===== src/totp_code_generator_macros.svh =====
// ----------------------------------------------------------------------------
// TOTP code generator assertion macros
// Shared forms for the concurrent checks of the generator.
// ----------------------------------------------------------------------------
`ifndef TOTP_CODE_GENERATOR_MACROS_SVH
`define TOTP_CODE_GENERATOR_MACROS_SVH

// same-cycle implication under asynchronous active-low reset
`define TOTP_ASSERT_NOW(label, clk, rst_n, ante, cons) \
	label: assert property (@(posedge clk) disable iff (!rst_n) (ante) |-> (cons)) \
		else $error("totp check failed");

// next-cycle implication under asynchronous active-low reset
`define TOTP_ASSERT_NEXT(label, clk, rst_n, ante, cons) \
	label: assert property (@(posedge clk) disable iff (!rst_n) (ante) |=> (cons)) \
		else $error("totp check failed");

`endif


===== src/totp_pkg.sv =====
// ----------------------------------------------------------------------------
// TOTP package
// Types, constants and helpers shared by the generator and its round unit.
// ----------------------------------------------------------------------------
`default_nettype none

package totp_pkg;

	localparam int MAX_KEY_BYTES_DEF = 20;
	localparam int STORED_KEY_BYTES  = 20;

	localparam logic [2:0] REG_KEY0   = 3'd0;
	localparam logic [2:0] REG_KEY1   = 3'd1;
	localparam logic [2:0] REG_KEY2   = 3'd2;
	localparam logic [2:0] REG_KLEN   = 3'd3;
	localparam logic [2:0] REG_STEP   = 3'd4;
	localparam logic [2:0] REG_DIGITS = 3'd5;

	localparam logic [30:0] STEP_RESET   = 31'd30;
	localparam logic [3:0]  DIGITS_RESET = 4'd6;
	localparam logic [3:0]  DIGITS_MIN   = 4'd6;
	localparam logic [3:0]  DIGITS_MAX   = 4'd8;

	localparam logic [30:0] MOD_6 = 31'd1000000;
	localparam logic [30:0] MOD_7 = 31'd10000000;
	localparam logic [30:0] MOD_8 = 31'd100000000;

	localparam logic [7:0] IPAD = 8'h36;
	localparam logic [7:0] OPAD = 8'h5c;

	localparam logic [31:0] K0 = 32'h5a827999;
	localparam logic [31:0] K1 = 32'h6ed9eba1;
	localparam logic [31:0] K2 = 32'h8f1bbcdc;
	localparam logic [31:0] K3 = 32'hca62c1d6;

	localparam logic [63:0] INNER_BITS = 64'd576;
	localparam logic [63:0] OUTER_BITS = 64'd672;

	typedef struct packed {
		logic [31:0] a;
		logic [31:0] b;
		logic [31:0] c;
		logic [31:0] d;
		logic [31:0] e;
	} sha_state_t;

	localparam sha_state_t SHA_IV = '{
		a: 32'h67452301, b: 32'hefcdab89, c: 32'h98badcfe,
		d: 32'h10325476, e: 32'hc3d2e1f0
	};

	// key padded to one block and xored with the pad byte
	function automatic logic [511:0] key_block(input logic [159:0] key,
		input logic [6:0] klen, input logic [7:0] pad);
		logic [511:0] blk;
		logic [7:0]   kb;
		blk = '0;
		for (int i = 0; i < 64; i++) begin
			kb = 8'd0;
			if (i < STORED_KEY_BYTES && 7'(i) < klen)
				kb = key[159 - 8 * i -: 8];
			blk[511 - 8 * i -: 8] = kb ^ pad;
		end
		return blk;
	endfunction

endpackage

`default_nettype wire


===== src/totp_code_generator.sv =====
// ----------------------------------------------------------------------------
// TOTP code generator
// Time-step counter, HMAC-SHA1 of the counter and dynamic truncation to a
// six to eight digit code, all on one shared divider and one SHA-1 round.
// ----------------------------------------------------------------------------
//
//  channel  | direction | handshake         | payload
//  ---------+-----------+-------------------+----------------------------------
//  in       | in        | in_valid/in_stall | unix_seconds
//  out      | out       | out_valid/out_stall| otp_code, step_counter, seconds_left
//  cfg      | in        | cfg_we            | cfg_index, cfg_data
//
//  Each word passes through 63 divide steps for the counter, four SHA-1
//  blocks of one load, 80 rounds and one add each, one truncation step,
//  63 divide steps for the modulo and a hand-off state, all serial on
//  the single round unit and the bit-serial divider.
//  Reset clears the sequencer, the output valid and the registers to
//  their defaults (step 30 s, 6 digits, empty key).
//  in_stall is high while a word is in work; a finished word waits for a
//  stalled output register before the next input word is taken.
//
`default_nettype none

module totp_code_generator #(
	parameter int MAX_KEY_BYTES = totp_pkg::MAX_KEY_BYTES_DEF
) (
	input  wire logic        clk,
	input  wire logic        arst_n,
	input  wire logic        cfg_we,
	input  wire logic [2:0]  cfg_index,
	input  wire logic [63:0] cfg_data,
	input  wire logic        in_valid,
	output logic             in_stall,
	input  wire logic [62:0] unix_seconds,
	output logic             out_valid,
	input  wire logic        out_stall,
	output logic [26:0]      otp_code,
	output logic [62:0]      step_counter,
	output logic [30:0]      seconds_left
);

`include "totp_code_generator_macros.svh"

	typedef enum logic [7:0] {
		S_IDLE  = 8'b0000_0001,
		S_DIV   = 8'b0000_0010,
		S_LOAD  = 8'b0000_0100,
		S_ROUND = 8'b0000_1000,
		S_ADD   = 8'b0001_0000,
		S_TRUNC = 8'b0010_0000,
		S_MOD   = 8'b0100_0000,
		S_DONE  = 8'b1000_0000
	} state_t;

	// configuration registers
	logic [63:0] key0_q, key1_q;
	logic [31:0] key2_q;
	logic [4:0]  klen_q;
	logic [30:0] step_q;
	logic [3:0]  digits_q;

	state_t      state_q;
	logic [5:0]  div_cnt_q;
	logic [6:0]  rnd_q;
	logic [1:0]  phase_q;

	// shared divider
	logic [62:0] div_num_q;
	logic [30:0] div_rem_q;
	logic [30:0] div_den_q;
	logic [31:0] div_r2;
	logic        div_ge;
	logic [30:0] div_rem_n;
	logic [62:0] div_num_n;

	// hash datapath
	totp_pkg::sha_state_t h_q, work_q, work_n, h_sum;
	logic [31:0]  w_q [16];
	logic [31:0]  w_new;
	logic [159:0] inner_q;
	logic [62:0]  ctr_q;
	logic [30:0]  left_q;
	logic [511:0] blk;
	logic [159:0] key_all;
	logic [6:0]   klen_eff;
	logic [159:0] digest;
	logic [3:0]   offset;
	logic [31:0]  bin;
	logic [3:0]   digits_eff;
	logic [30:0]  modv;

	// output register
	logic         out_valid_q;
	logic [26:0]  code_q;
	logic [62:0]  ctr_out_q;
	logic [30:0]  left_out_q;
	logic [26:0]  code_q_n_hold;

	logic in_acc;
	logic out_load;

	assign in_stall     = (state_q != S_IDLE);
	assign in_acc       = in_valid && !in_stall;
	assign out_valid    = out_valid_q;
	assign otp_code     = code_q;
	assign step_counter = ctr_out_q;
	assign seconds_left = left_out_q;
	assign out_load     = (state_q == S_DONE) && (!out_valid_q || !out_stall);

	// configuration writes; unknown indexes fall through
	always_ff @(posedge clk or negedge arst_n) begin
		if (!arst_n) begin
			key0_q   <= '0;
			key1_q   <= '0;
			key2_q   <= '0;
			klen_q   <= '0;
			step_q   <= totp_pkg::STEP_RESET;
			digits_q <= totp_pkg::DIGITS_RESET;
		end else if (cfg_we) begin
			case (cfg_index)
				totp_pkg::REG_KEY0:   key0_q   <= cfg_data;
				totp_pkg::REG_KEY1:   key1_q   <= cfg_data;
				totp_pkg::REG_KEY2:   key2_q   <= cfg_data[31:0];
				totp_pkg::REG_KLEN:   klen_q   <= cfg_data[4:0];
				totp_pkg::REG_STEP:   step_q   <= cfg_data[30:0];
				totp_pkg::REG_DIGITS: digits_q <= cfg_data[3:0];
				default: ;
			endcase
		end
	end

	// restoring divide step: shift one dividend bit into the remainder
	always_comb begin
		div_r2    = {div_rem_q, div_num_q[62]};
		div_ge    = (div_r2 >= {1'b0, div_den_q});
		div_rem_n = div_ge ? 31'(div_r2 - {1'b0, div_den_q}) : div_r2[30:0];
		div_num_n = {div_num_q[61:0], div_ge};
	end

	// key length clipped to the configured maximum
	always_comb begin
		key_all  = {key0_q, key1_q, key2_q};
		klen_eff = (int'(klen_q) > MAX_KEY_BYTES) ? 7'(MAX_KEY_BYTES) : {2'b00, klen_q};
	end

	// message block for each of the four compressions
	always_comb begin
		case (phase_q)
			2'd0:    blk = totp_pkg::key_block(key_all, klen_eff, totp_pkg::IPAD);
			2'd1:    blk = {1'b0, ctr_q, 32'h8000_0000, 352'd0, totp_pkg::INNER_BITS};
			2'd2:    blk = totp_pkg::key_block(key_all, klen_eff, totp_pkg::OPAD);
			default: blk = {inner_q, 32'h8000_0000, 256'd0, totp_pkg::OUTER_BITS};
		endcase
	end

	totp_round u_round (
		.st  (work_q),
		.w   (w_q[0]),
		.rnd (rnd_q),
		.nxt (work_n)
	);

	always_comb begin
		w_new   = w_q[13] ^ w_q[8] ^ w_q[2] ^ w_q[0];
		w_new   = {w_new[30:0], w_new[31]};
		h_sum.a = h_q.a + work_q.a;
		h_sum.b = h_q.b + work_q.b;
		h_sum.c = h_q.c + work_q.c;
		h_sum.d = h_q.d + work_q.d;
		h_sum.e = h_q.e + work_q.e;
	end

	// dynamic truncation and the code modulus
	always_comb begin
		digest = h_q;
		offset = h_q.e[3:0];
		bin    = digest[8'd159 - {1'b0, offset, 3'b000} -: 32];
		if (digits_q < totp_pkg::DIGITS_MIN)
			digits_eff = totp_pkg::DIGITS_MIN;
		else if (digits_q > totp_pkg::DIGITS_MAX)
			digits_eff = totp_pkg::DIGITS_MAX;
		else
			digits_eff = digits_q;
		case (digits_eff)
			4'd6:    modv = totp_pkg::MOD_6;
			4'd7:    modv = totp_pkg::MOD_7;
			default: modv = totp_pkg::MOD_8;
		endcase
	end

	// sequencer
	always_ff @(posedge clk or negedge arst_n) begin
		if (!arst_n) begin
			state_q   <= S_IDLE;
			div_cnt_q <= '0;
			rnd_q     <= '0;
			phase_q   <= '0;
		end else begin
			case (state_q)
				S_IDLE: begin
					if (in_acc) begin
						state_q   <= S_DIV;
						div_cnt_q <= '0;
					end
				end
				S_DIV: begin
					div_cnt_q <= div_cnt_q + 6'd1;
					if (div_cnt_q == 6'd62) begin
						state_q <= S_LOAD;
						phase_q <= 2'd0;
					end
				end
				S_LOAD: begin
					state_q <= S_ROUND;
					rnd_q   <= '0;
				end
				S_ROUND: begin
					rnd_q <= rnd_q + 7'd1;
					if (rnd_q == 7'd79)
						state_q <= S_ADD;
				end
				S_ADD: begin
					if (phase_q == 2'd3) begin
						state_q <= S_TRUNC;
					end else begin
						state_q <= S_LOAD;
						phase_q <= phase_q + 2'd1;
					end
				end
				S_TRUNC: begin
					state_q   <= S_MOD;
					div_cnt_q <= '0;
				end
				S_MOD: begin
					div_cnt_q <= div_cnt_q + 6'd1;
					if (div_cnt_q == 6'd62)
						state_q <= S_DONE;
				end
				S_DONE: begin
					if (out_load)
						state_q <= S_IDLE;
				end
				default: state_q <= S_IDLE;
			endcase
		end
	end

	// datapath registers
	always_ff @(posedge clk) begin
		case (state_q)
			S_IDLE: begin
				// zero step acts as one second
				div_num_q <= unix_seconds;
				div_rem_q <= '0;
				div_den_q <= (step_q == 31'd0) ? 31'd1 : step_q;
			end
			S_DIV, S_MOD: begin
				div_num_q <= div_num_n;
				div_rem_q <= div_rem_n;
				if (state_q == S_DIV && div_cnt_q == 6'd62) begin
					ctr_q  <= div_num_n;
					left_q <= div_den_q - div_rem_n;
					h_q    <= totp_pkg::SHA_IV;
				end
				if (state_q == S_MOD && div_cnt_q == 6'd62)
					code_q_n_hold <= div_rem_n[26:0];
			end
			S_LOAD: begin
				for (int j = 0; j < 16; j++)
					w_q[j] <= blk[511 - 32 * j -: 32];
				work_q <= h_q;
			end
			S_ROUND: begin
				work_q <= work_n;
				for (int j = 0; j < 15; j++)
					w_q[j] <= w_q[j + 1];
				w_q[15] <= w_new;
			end
			S_ADD: begin
				// inner digest done: keep it and restart for the outer hash
				if (phase_q == 2'd1) begin
					inner_q <= h_sum;
					h_q     <= totp_pkg::SHA_IV;
				end else begin
					h_q <= h_sum;
				end
			end
			S_TRUNC: begin
				div_num_q <= {32'd0, bin[30:0]};
				div_rem_q <= '0;
				div_den_q <= modv;
			end
			default: ;
		endcase
	end

	// output register: hold while stalled, drop valid once taken
	always_ff @(posedge clk or negedge arst_n) begin
		if (!arst_n)
			out_valid_q <= 1'b0;
		else if (out_load)
			out_valid_q <= 1'b1;
		else if (!out_stall)
			out_valid_q <= 1'b0;
	end

	always_ff @(posedge clk) begin
		if (out_load) begin
			code_q     <= code_q_n_hold;
			ctr_out_q  <= ctr_q;
			left_out_q <= left_q;
		end
	end

	`TOTP_ASSERT_NEXT(a_accept_starts_div, clk, arst_n, in_acc, state_q == S_DIV)
	`TOTP_ASSERT_NOW(a_rem_below_den, clk, arst_n,
		(state_q == S_DIV) || (state_q == S_MOD), div_rem_q < div_den_q)
	`TOTP_ASSERT_NOW(a_round_range, clk, arst_n, state_q == S_ROUND, rnd_q < 7'd80)

endmodule

`default_nettype wire


===== src/totp_round.sv =====
// ----------------------------------------------------------------------------
// TOTP SHA-1 round
// One SHA-1 compression round, reused for all eighty rounds of each block.
// ----------------------------------------------------------------------------
`default_nettype none

module totp_round (
	input  totp_pkg::sha_state_t st,
	input  logic [31:0]          w,
	input  logic [6:0]           rnd,
	output totp_pkg::sha_state_t nxt
);

	logic [31:0] f;
	logic [31:0] k;

	always_comb begin
		if (rnd < 7'd20) begin
			f = (st.b & st.c) | (~st.b & st.d);
			k = totp_pkg::K0;
		end else if (rnd < 7'd40) begin
			f = st.b ^ st.c ^ st.d;
			k = totp_pkg::K1;
		end else if (rnd < 7'd60) begin
			f = (st.b & st.c) | (st.b & st.d) | (st.c & st.d);
			k = totp_pkg::K2;
		end else begin
			f = st.b ^ st.c ^ st.d;
			k = totp_pkg::K3;
		end
	end

	always_comb begin
		nxt.a = {st.a[26:0], st.a[31:27]} + f + st.e + k + w;
		nxt.b = st.a;
		nxt.c = {st.b[1:0], st.b[31:2]};
		nxt.d = st.c;
		nxt.e = st.d;
	end

endmodule

`default_nettype wire

===== config.mk =====
export PLATFORM = sky130hd
export DESIGN_NAME = totp_code_generator
export DESIGN_NICKNAME = d
export VERILOG_FILES = /design/src/totp_pkg.sv /design/src/totp_code_generator.sv /design/src/totp_round.sv
export VERILOG_INCLUDE_DIRS = /design/src /design/src/src
export SDC_FILE = /design/constraint.sdc
export NUM_CORES = 2
export LEC_CHECK = 0
export ABC_AREA = 1
export BUFFER_PORTS_ARGS = -buffer_cell sky130_fd_sc_hd__buf_2
export CORE_MARGIN = 2
export CORE_UTILIZATION = 27
export DETAILED_ROUTE_END_ITERATION = 10
export HOLD_SLACK_MARGIN = 0.06
export SYNTH_ARGS = -nofsm -noshare
export SYNTH_HDL_FRONTEND = slang
export SYNTH_SLANG_ARGS = --single-unit

===== constraint.sdc =====
create_clock -name clk -period 35.7 [get_ports clk]
set_clock_uncertainty 0.1 [all_clocks]
set_input_delay 5.355 -clock clk [delete_from_list [all_inputs] [get_ports clk]]
set_output_delay 5.355 -clock clk [all_outputs]
set_load 0.01 [all_outputs]

==> flow_metrics.env <==
export IMPL_status="complete, no violations"
export IMPL_synth_top_area_cell="edfxtp_1"
export IMPL_crit_path_cell_trace="nor2_1 > inv_1 > nor2_2 > nand4_1 > buf_2"
export IMPL_synthesis_nets=9428
export IMPL_rsz0062_at_grt="no"
export IMPL_cap_violations=0
export IMPL_wl_um=336000
export IMPL_switching_share_pct=38.5
export IMPL_nFillCells=32500
export IMPL_yosysTopAreaCellShare_pct=48.3
export IMPL_cts_root_buffer="clkbuf_16"
export IMPL_grt_pass1_wl_um=468000
export IMPL_dieArea_um2=318000
export IMPL_pwr_share_comb_pct=35.2
export IMPL_htreeDepth=4
export IMPL_hpwlAfterDp_um=259000
export IMPL_nNetsFinal=9593
export IMPL_synth_edf_count=1359
export IMPL_drc=0
export IMPL_power_density_nw_per_um2=71.3
export IMPL_cts_made_buffers=171
export IMPL_hold_path_class="reg2reg"
export IMPL_netSwitchingPower_mw=2.64
export IMPL_seq_area_frac_synth_pct=54.9
export IMPL_drt_iter0_markers=9624
export IMPL_slew_headroom_pct=6.39
export IMPL_drive_gt1_share_pct=8.62
export IMPL_cp_arrival_ns=2.39
export IMPL_setup_viol=0
export IMPL_synth_most_common_cell="nand2_1"
export IMPL_viasPerCell=5.11
export IMPL_grt_max_degree=92
export IMPL_area_delta_synth_final_pct=13.7
export IMPL_syn_avg_cell_area_um2=9.48
export IMPL_setup_tns_ns=0
export IMPL_pwr_share_clk_pct=26.8
export IMPL_clk_latency_ns=0.90
export IMPL_async_flop_share_pct=14.2
export IMPL_wire_per_inst_um=25.1
export IMPL_clk_pin_slew_ns=0.07
export IMPL_worst_pin_slew_ns=1.40
export IMPL_initial_core_util_pct=27.1
export IMPL_clock_sinks=1583
export IMPL_cellLeakagePower_nw=39.8
export IMPL_gr_total_overflow=0
export IMPL_seqPwrFrac_pct=38.0
export IMPL_die_w_um=564
export IMPL_num_rows=205
export IMPL_grt_pass1_vias=62800
export IMPL_worstSetupStartpointType="flop"
export IMPL_end_kind="output port"
export IMPL_holdWs_ns=0.306
export IMPL_synth_cells=8917
export IMPL_worstPathMaxFanout=5
export IMPL_crit_required_ns=30.24
export IMPL_period_minus_slack_ns=7.84
export IMPL_dp_worst_setup_slack_ns=27.88
export IMPL_gp_congestion=1.02
export IMPL_finalHoldViolations=0
export IMPL_die_y_um=564
export IMPL_synth_top_cells_by_count="nand2_1 (2245), edfxtp_1 (1359), inv_1 (1077)"
export IMPL_post_cts_buffers=0
export IMPL_synth_distinct_cells=67
export IMPL_synth_ff_type="edfxtp_1"
export IMPL_timing_fmax_mhz=128
export IMPL_globalRouteTotalUtil_pct=20.5
export IMPL_netlist_area_um2=84500
export IMPL_peakVddDrop_v=0.0000446
export IMPL_cpPeakStageDelay_ns=0.44
export IMPL_fin_ws_ns=27.86
export IMPL_min_period_over_period_pct=22.0
export IMPL_drt_first_pass_iters=6
export IMPL_ant_nets=0
export IMPL_critical_path_class="reg2out"
export IMPL_num_io_pins=258
export IMPL_portBuffers=257
export IMPL_slew_viol_final=0
export IMPL_ctsHoldBuffers=0
export IMPL_clockBufferDepth=4
export IMPL_vias=68300
export IMPL_antenna_found_initial=40
export IMPL_cts_tree="yes"
export IMPL_intPower_mw=4.22
export IMPL_cts_repair_resized=0
export IMPL_cpMaxStageDelayCell="dfrtp_1"
export IMPL_ys_ff_latch=1583
export IMPL_yosys_warnings=0
export IMPL_yosys_top_cells_area="edfxtp_1 (48%), nand2_1 (10%), dfrtp_1 (6.4%)"
export IMPL_core_area_um2=312000
state kept, by name (all words and copies together) (netlist names), 32 cells and up:
| signal | flops |
|---|---|
| inner_q | 160 |
| key2_q | 32 |
| step_counter | 63 |
| digest | 160 |
| ctr_q | 63 |
| key1_q | 64 |
| w_q | 512 |
| div_num_q | 63 |
| key0_q | 64 |
| work_q | 160 |
area by class of cell:
class	instances	area (um^2)	area share, %
clock inverters	76	897	0.933
diodes	11	27.5	0.0286
multi-input cells	5865	32700	34.0
repair buffers	365	2110	2.19
well taps	4140	5180	5.39
inverters	1096	4130	4.30
flip-flops and latches	1583	46400	48.3
clock buffers	222	4690	4.88
stage by stage:
step           area, um^2  utilization [%]  power, mW  instances
2_1_floorplan       84500                -       4.30       8917
3_3_place_gp        90500             29.0       5.00      13000
3_5_place_dp        90500             29.0       5.01      13000
4_1_cts             96100             30.8       6.84      13300
5_1_grt             96100             30.8       7.24      13400
6_report            96100             30.8       6.85      13400
final timing paths:
kind                                        startpoint                endpoint  slack (ns)  cells past startpoint
worst max-delay path            state_q[4]$_DFFE_PN0P_                in_stall       27.86                      5
worst min-delay path             w_q[0][214]$_DFFE_PP_   w_q[0][182]$_DFFE_PP_        0.31                      2
worst max register to register    rnd_q[2]$_DFFE_PN0P_   work_q[158]$_DFFE_PP_       28.53                     25
worst min register to register   w_q[0][214]$_DFFE_PP_   w_q[0][182]$_DFFE_PP_        0.31                      2
max in group asynchronous                       arst_n  phase_q[1]$_DFFE_PN0P_       29.46                      2
min in group asynchronous                       arst_n  key1_q[12]$_DFFE_PN0P_        4.44                      1
worst max-delay path, delay by kind of cell (launching register included):
kind | cells | cell delay [ns]
buffers and inverters | 2 | 0.34
AND/OR/NAND/NOR | 3 | 0.79
flip-flops | 1 | 0.44
layout by cell type (no fill, tap or decap), drive strengths merged, types with 15 or more instances in the layout:
cell     synthesis  layout
o21a            18      18
o2111ai         21      21
or2             61      61
bufinv           0      17
clkbuf         339     222
a21boi          19      19
a211oi          38      38
buf             34     365
xor2           116     116
xnor2          155     155
nor2           649     649
nand2         2281    2281
o31ai           16      16
o22ai           82      82
nor3            60      60
a22o            33      33
nand4           39      39
nor4            17      17
fa             127     127
nand3b          28      28
a21o            27      27
mux2i           34      34
a22oi           36      36
nand3          278     278
o211ai          48      48
ha             249     249
inv           1085    1094
o21ai          718     718
edfxtp        1359    1359
a21oi          508     508
o21bai          15      15
o221ai          19      19
clkinv          11      55
dfrtp          217     217
a221oi          51      51
a31oi           75      75
routing by layer:
metal	part of all wire (%)	routed length, um	track usage [%]
met4	5.7	19200	9.82
met1	41	137000	27.8
met2	42	141000	30.0
met3	12	39100	5.74
met5	0.061	204	0
power by group through the flow:
stage,registers (mW),logic [mW],clock network (mW)
after CTS,2.59,2.40,1.85
after floorplan,2.60,1.69,0
after global routing,2.62,2.69,1.92
final,2.61,2.41,1.84
after global placement,2.63,2.37,0
after detailed placement,2.63,2.38,0
logic make-up (layout without fill, tap and decap cells):
family	after synthesis	after routing	share of synthesized area [%]
other cells	0	11	0
xor+xnor	271	271	2.81
simple gates	3423	3423	16.5
buf+inv	1469	1759	6.58
mux	34	34	0.403
fa+ha+maj	376	376	6.69
flops	1583	1583	54.9
compound gates	1761	1761	12.0
Note: power is estimated with default switching activity, not from simulation.
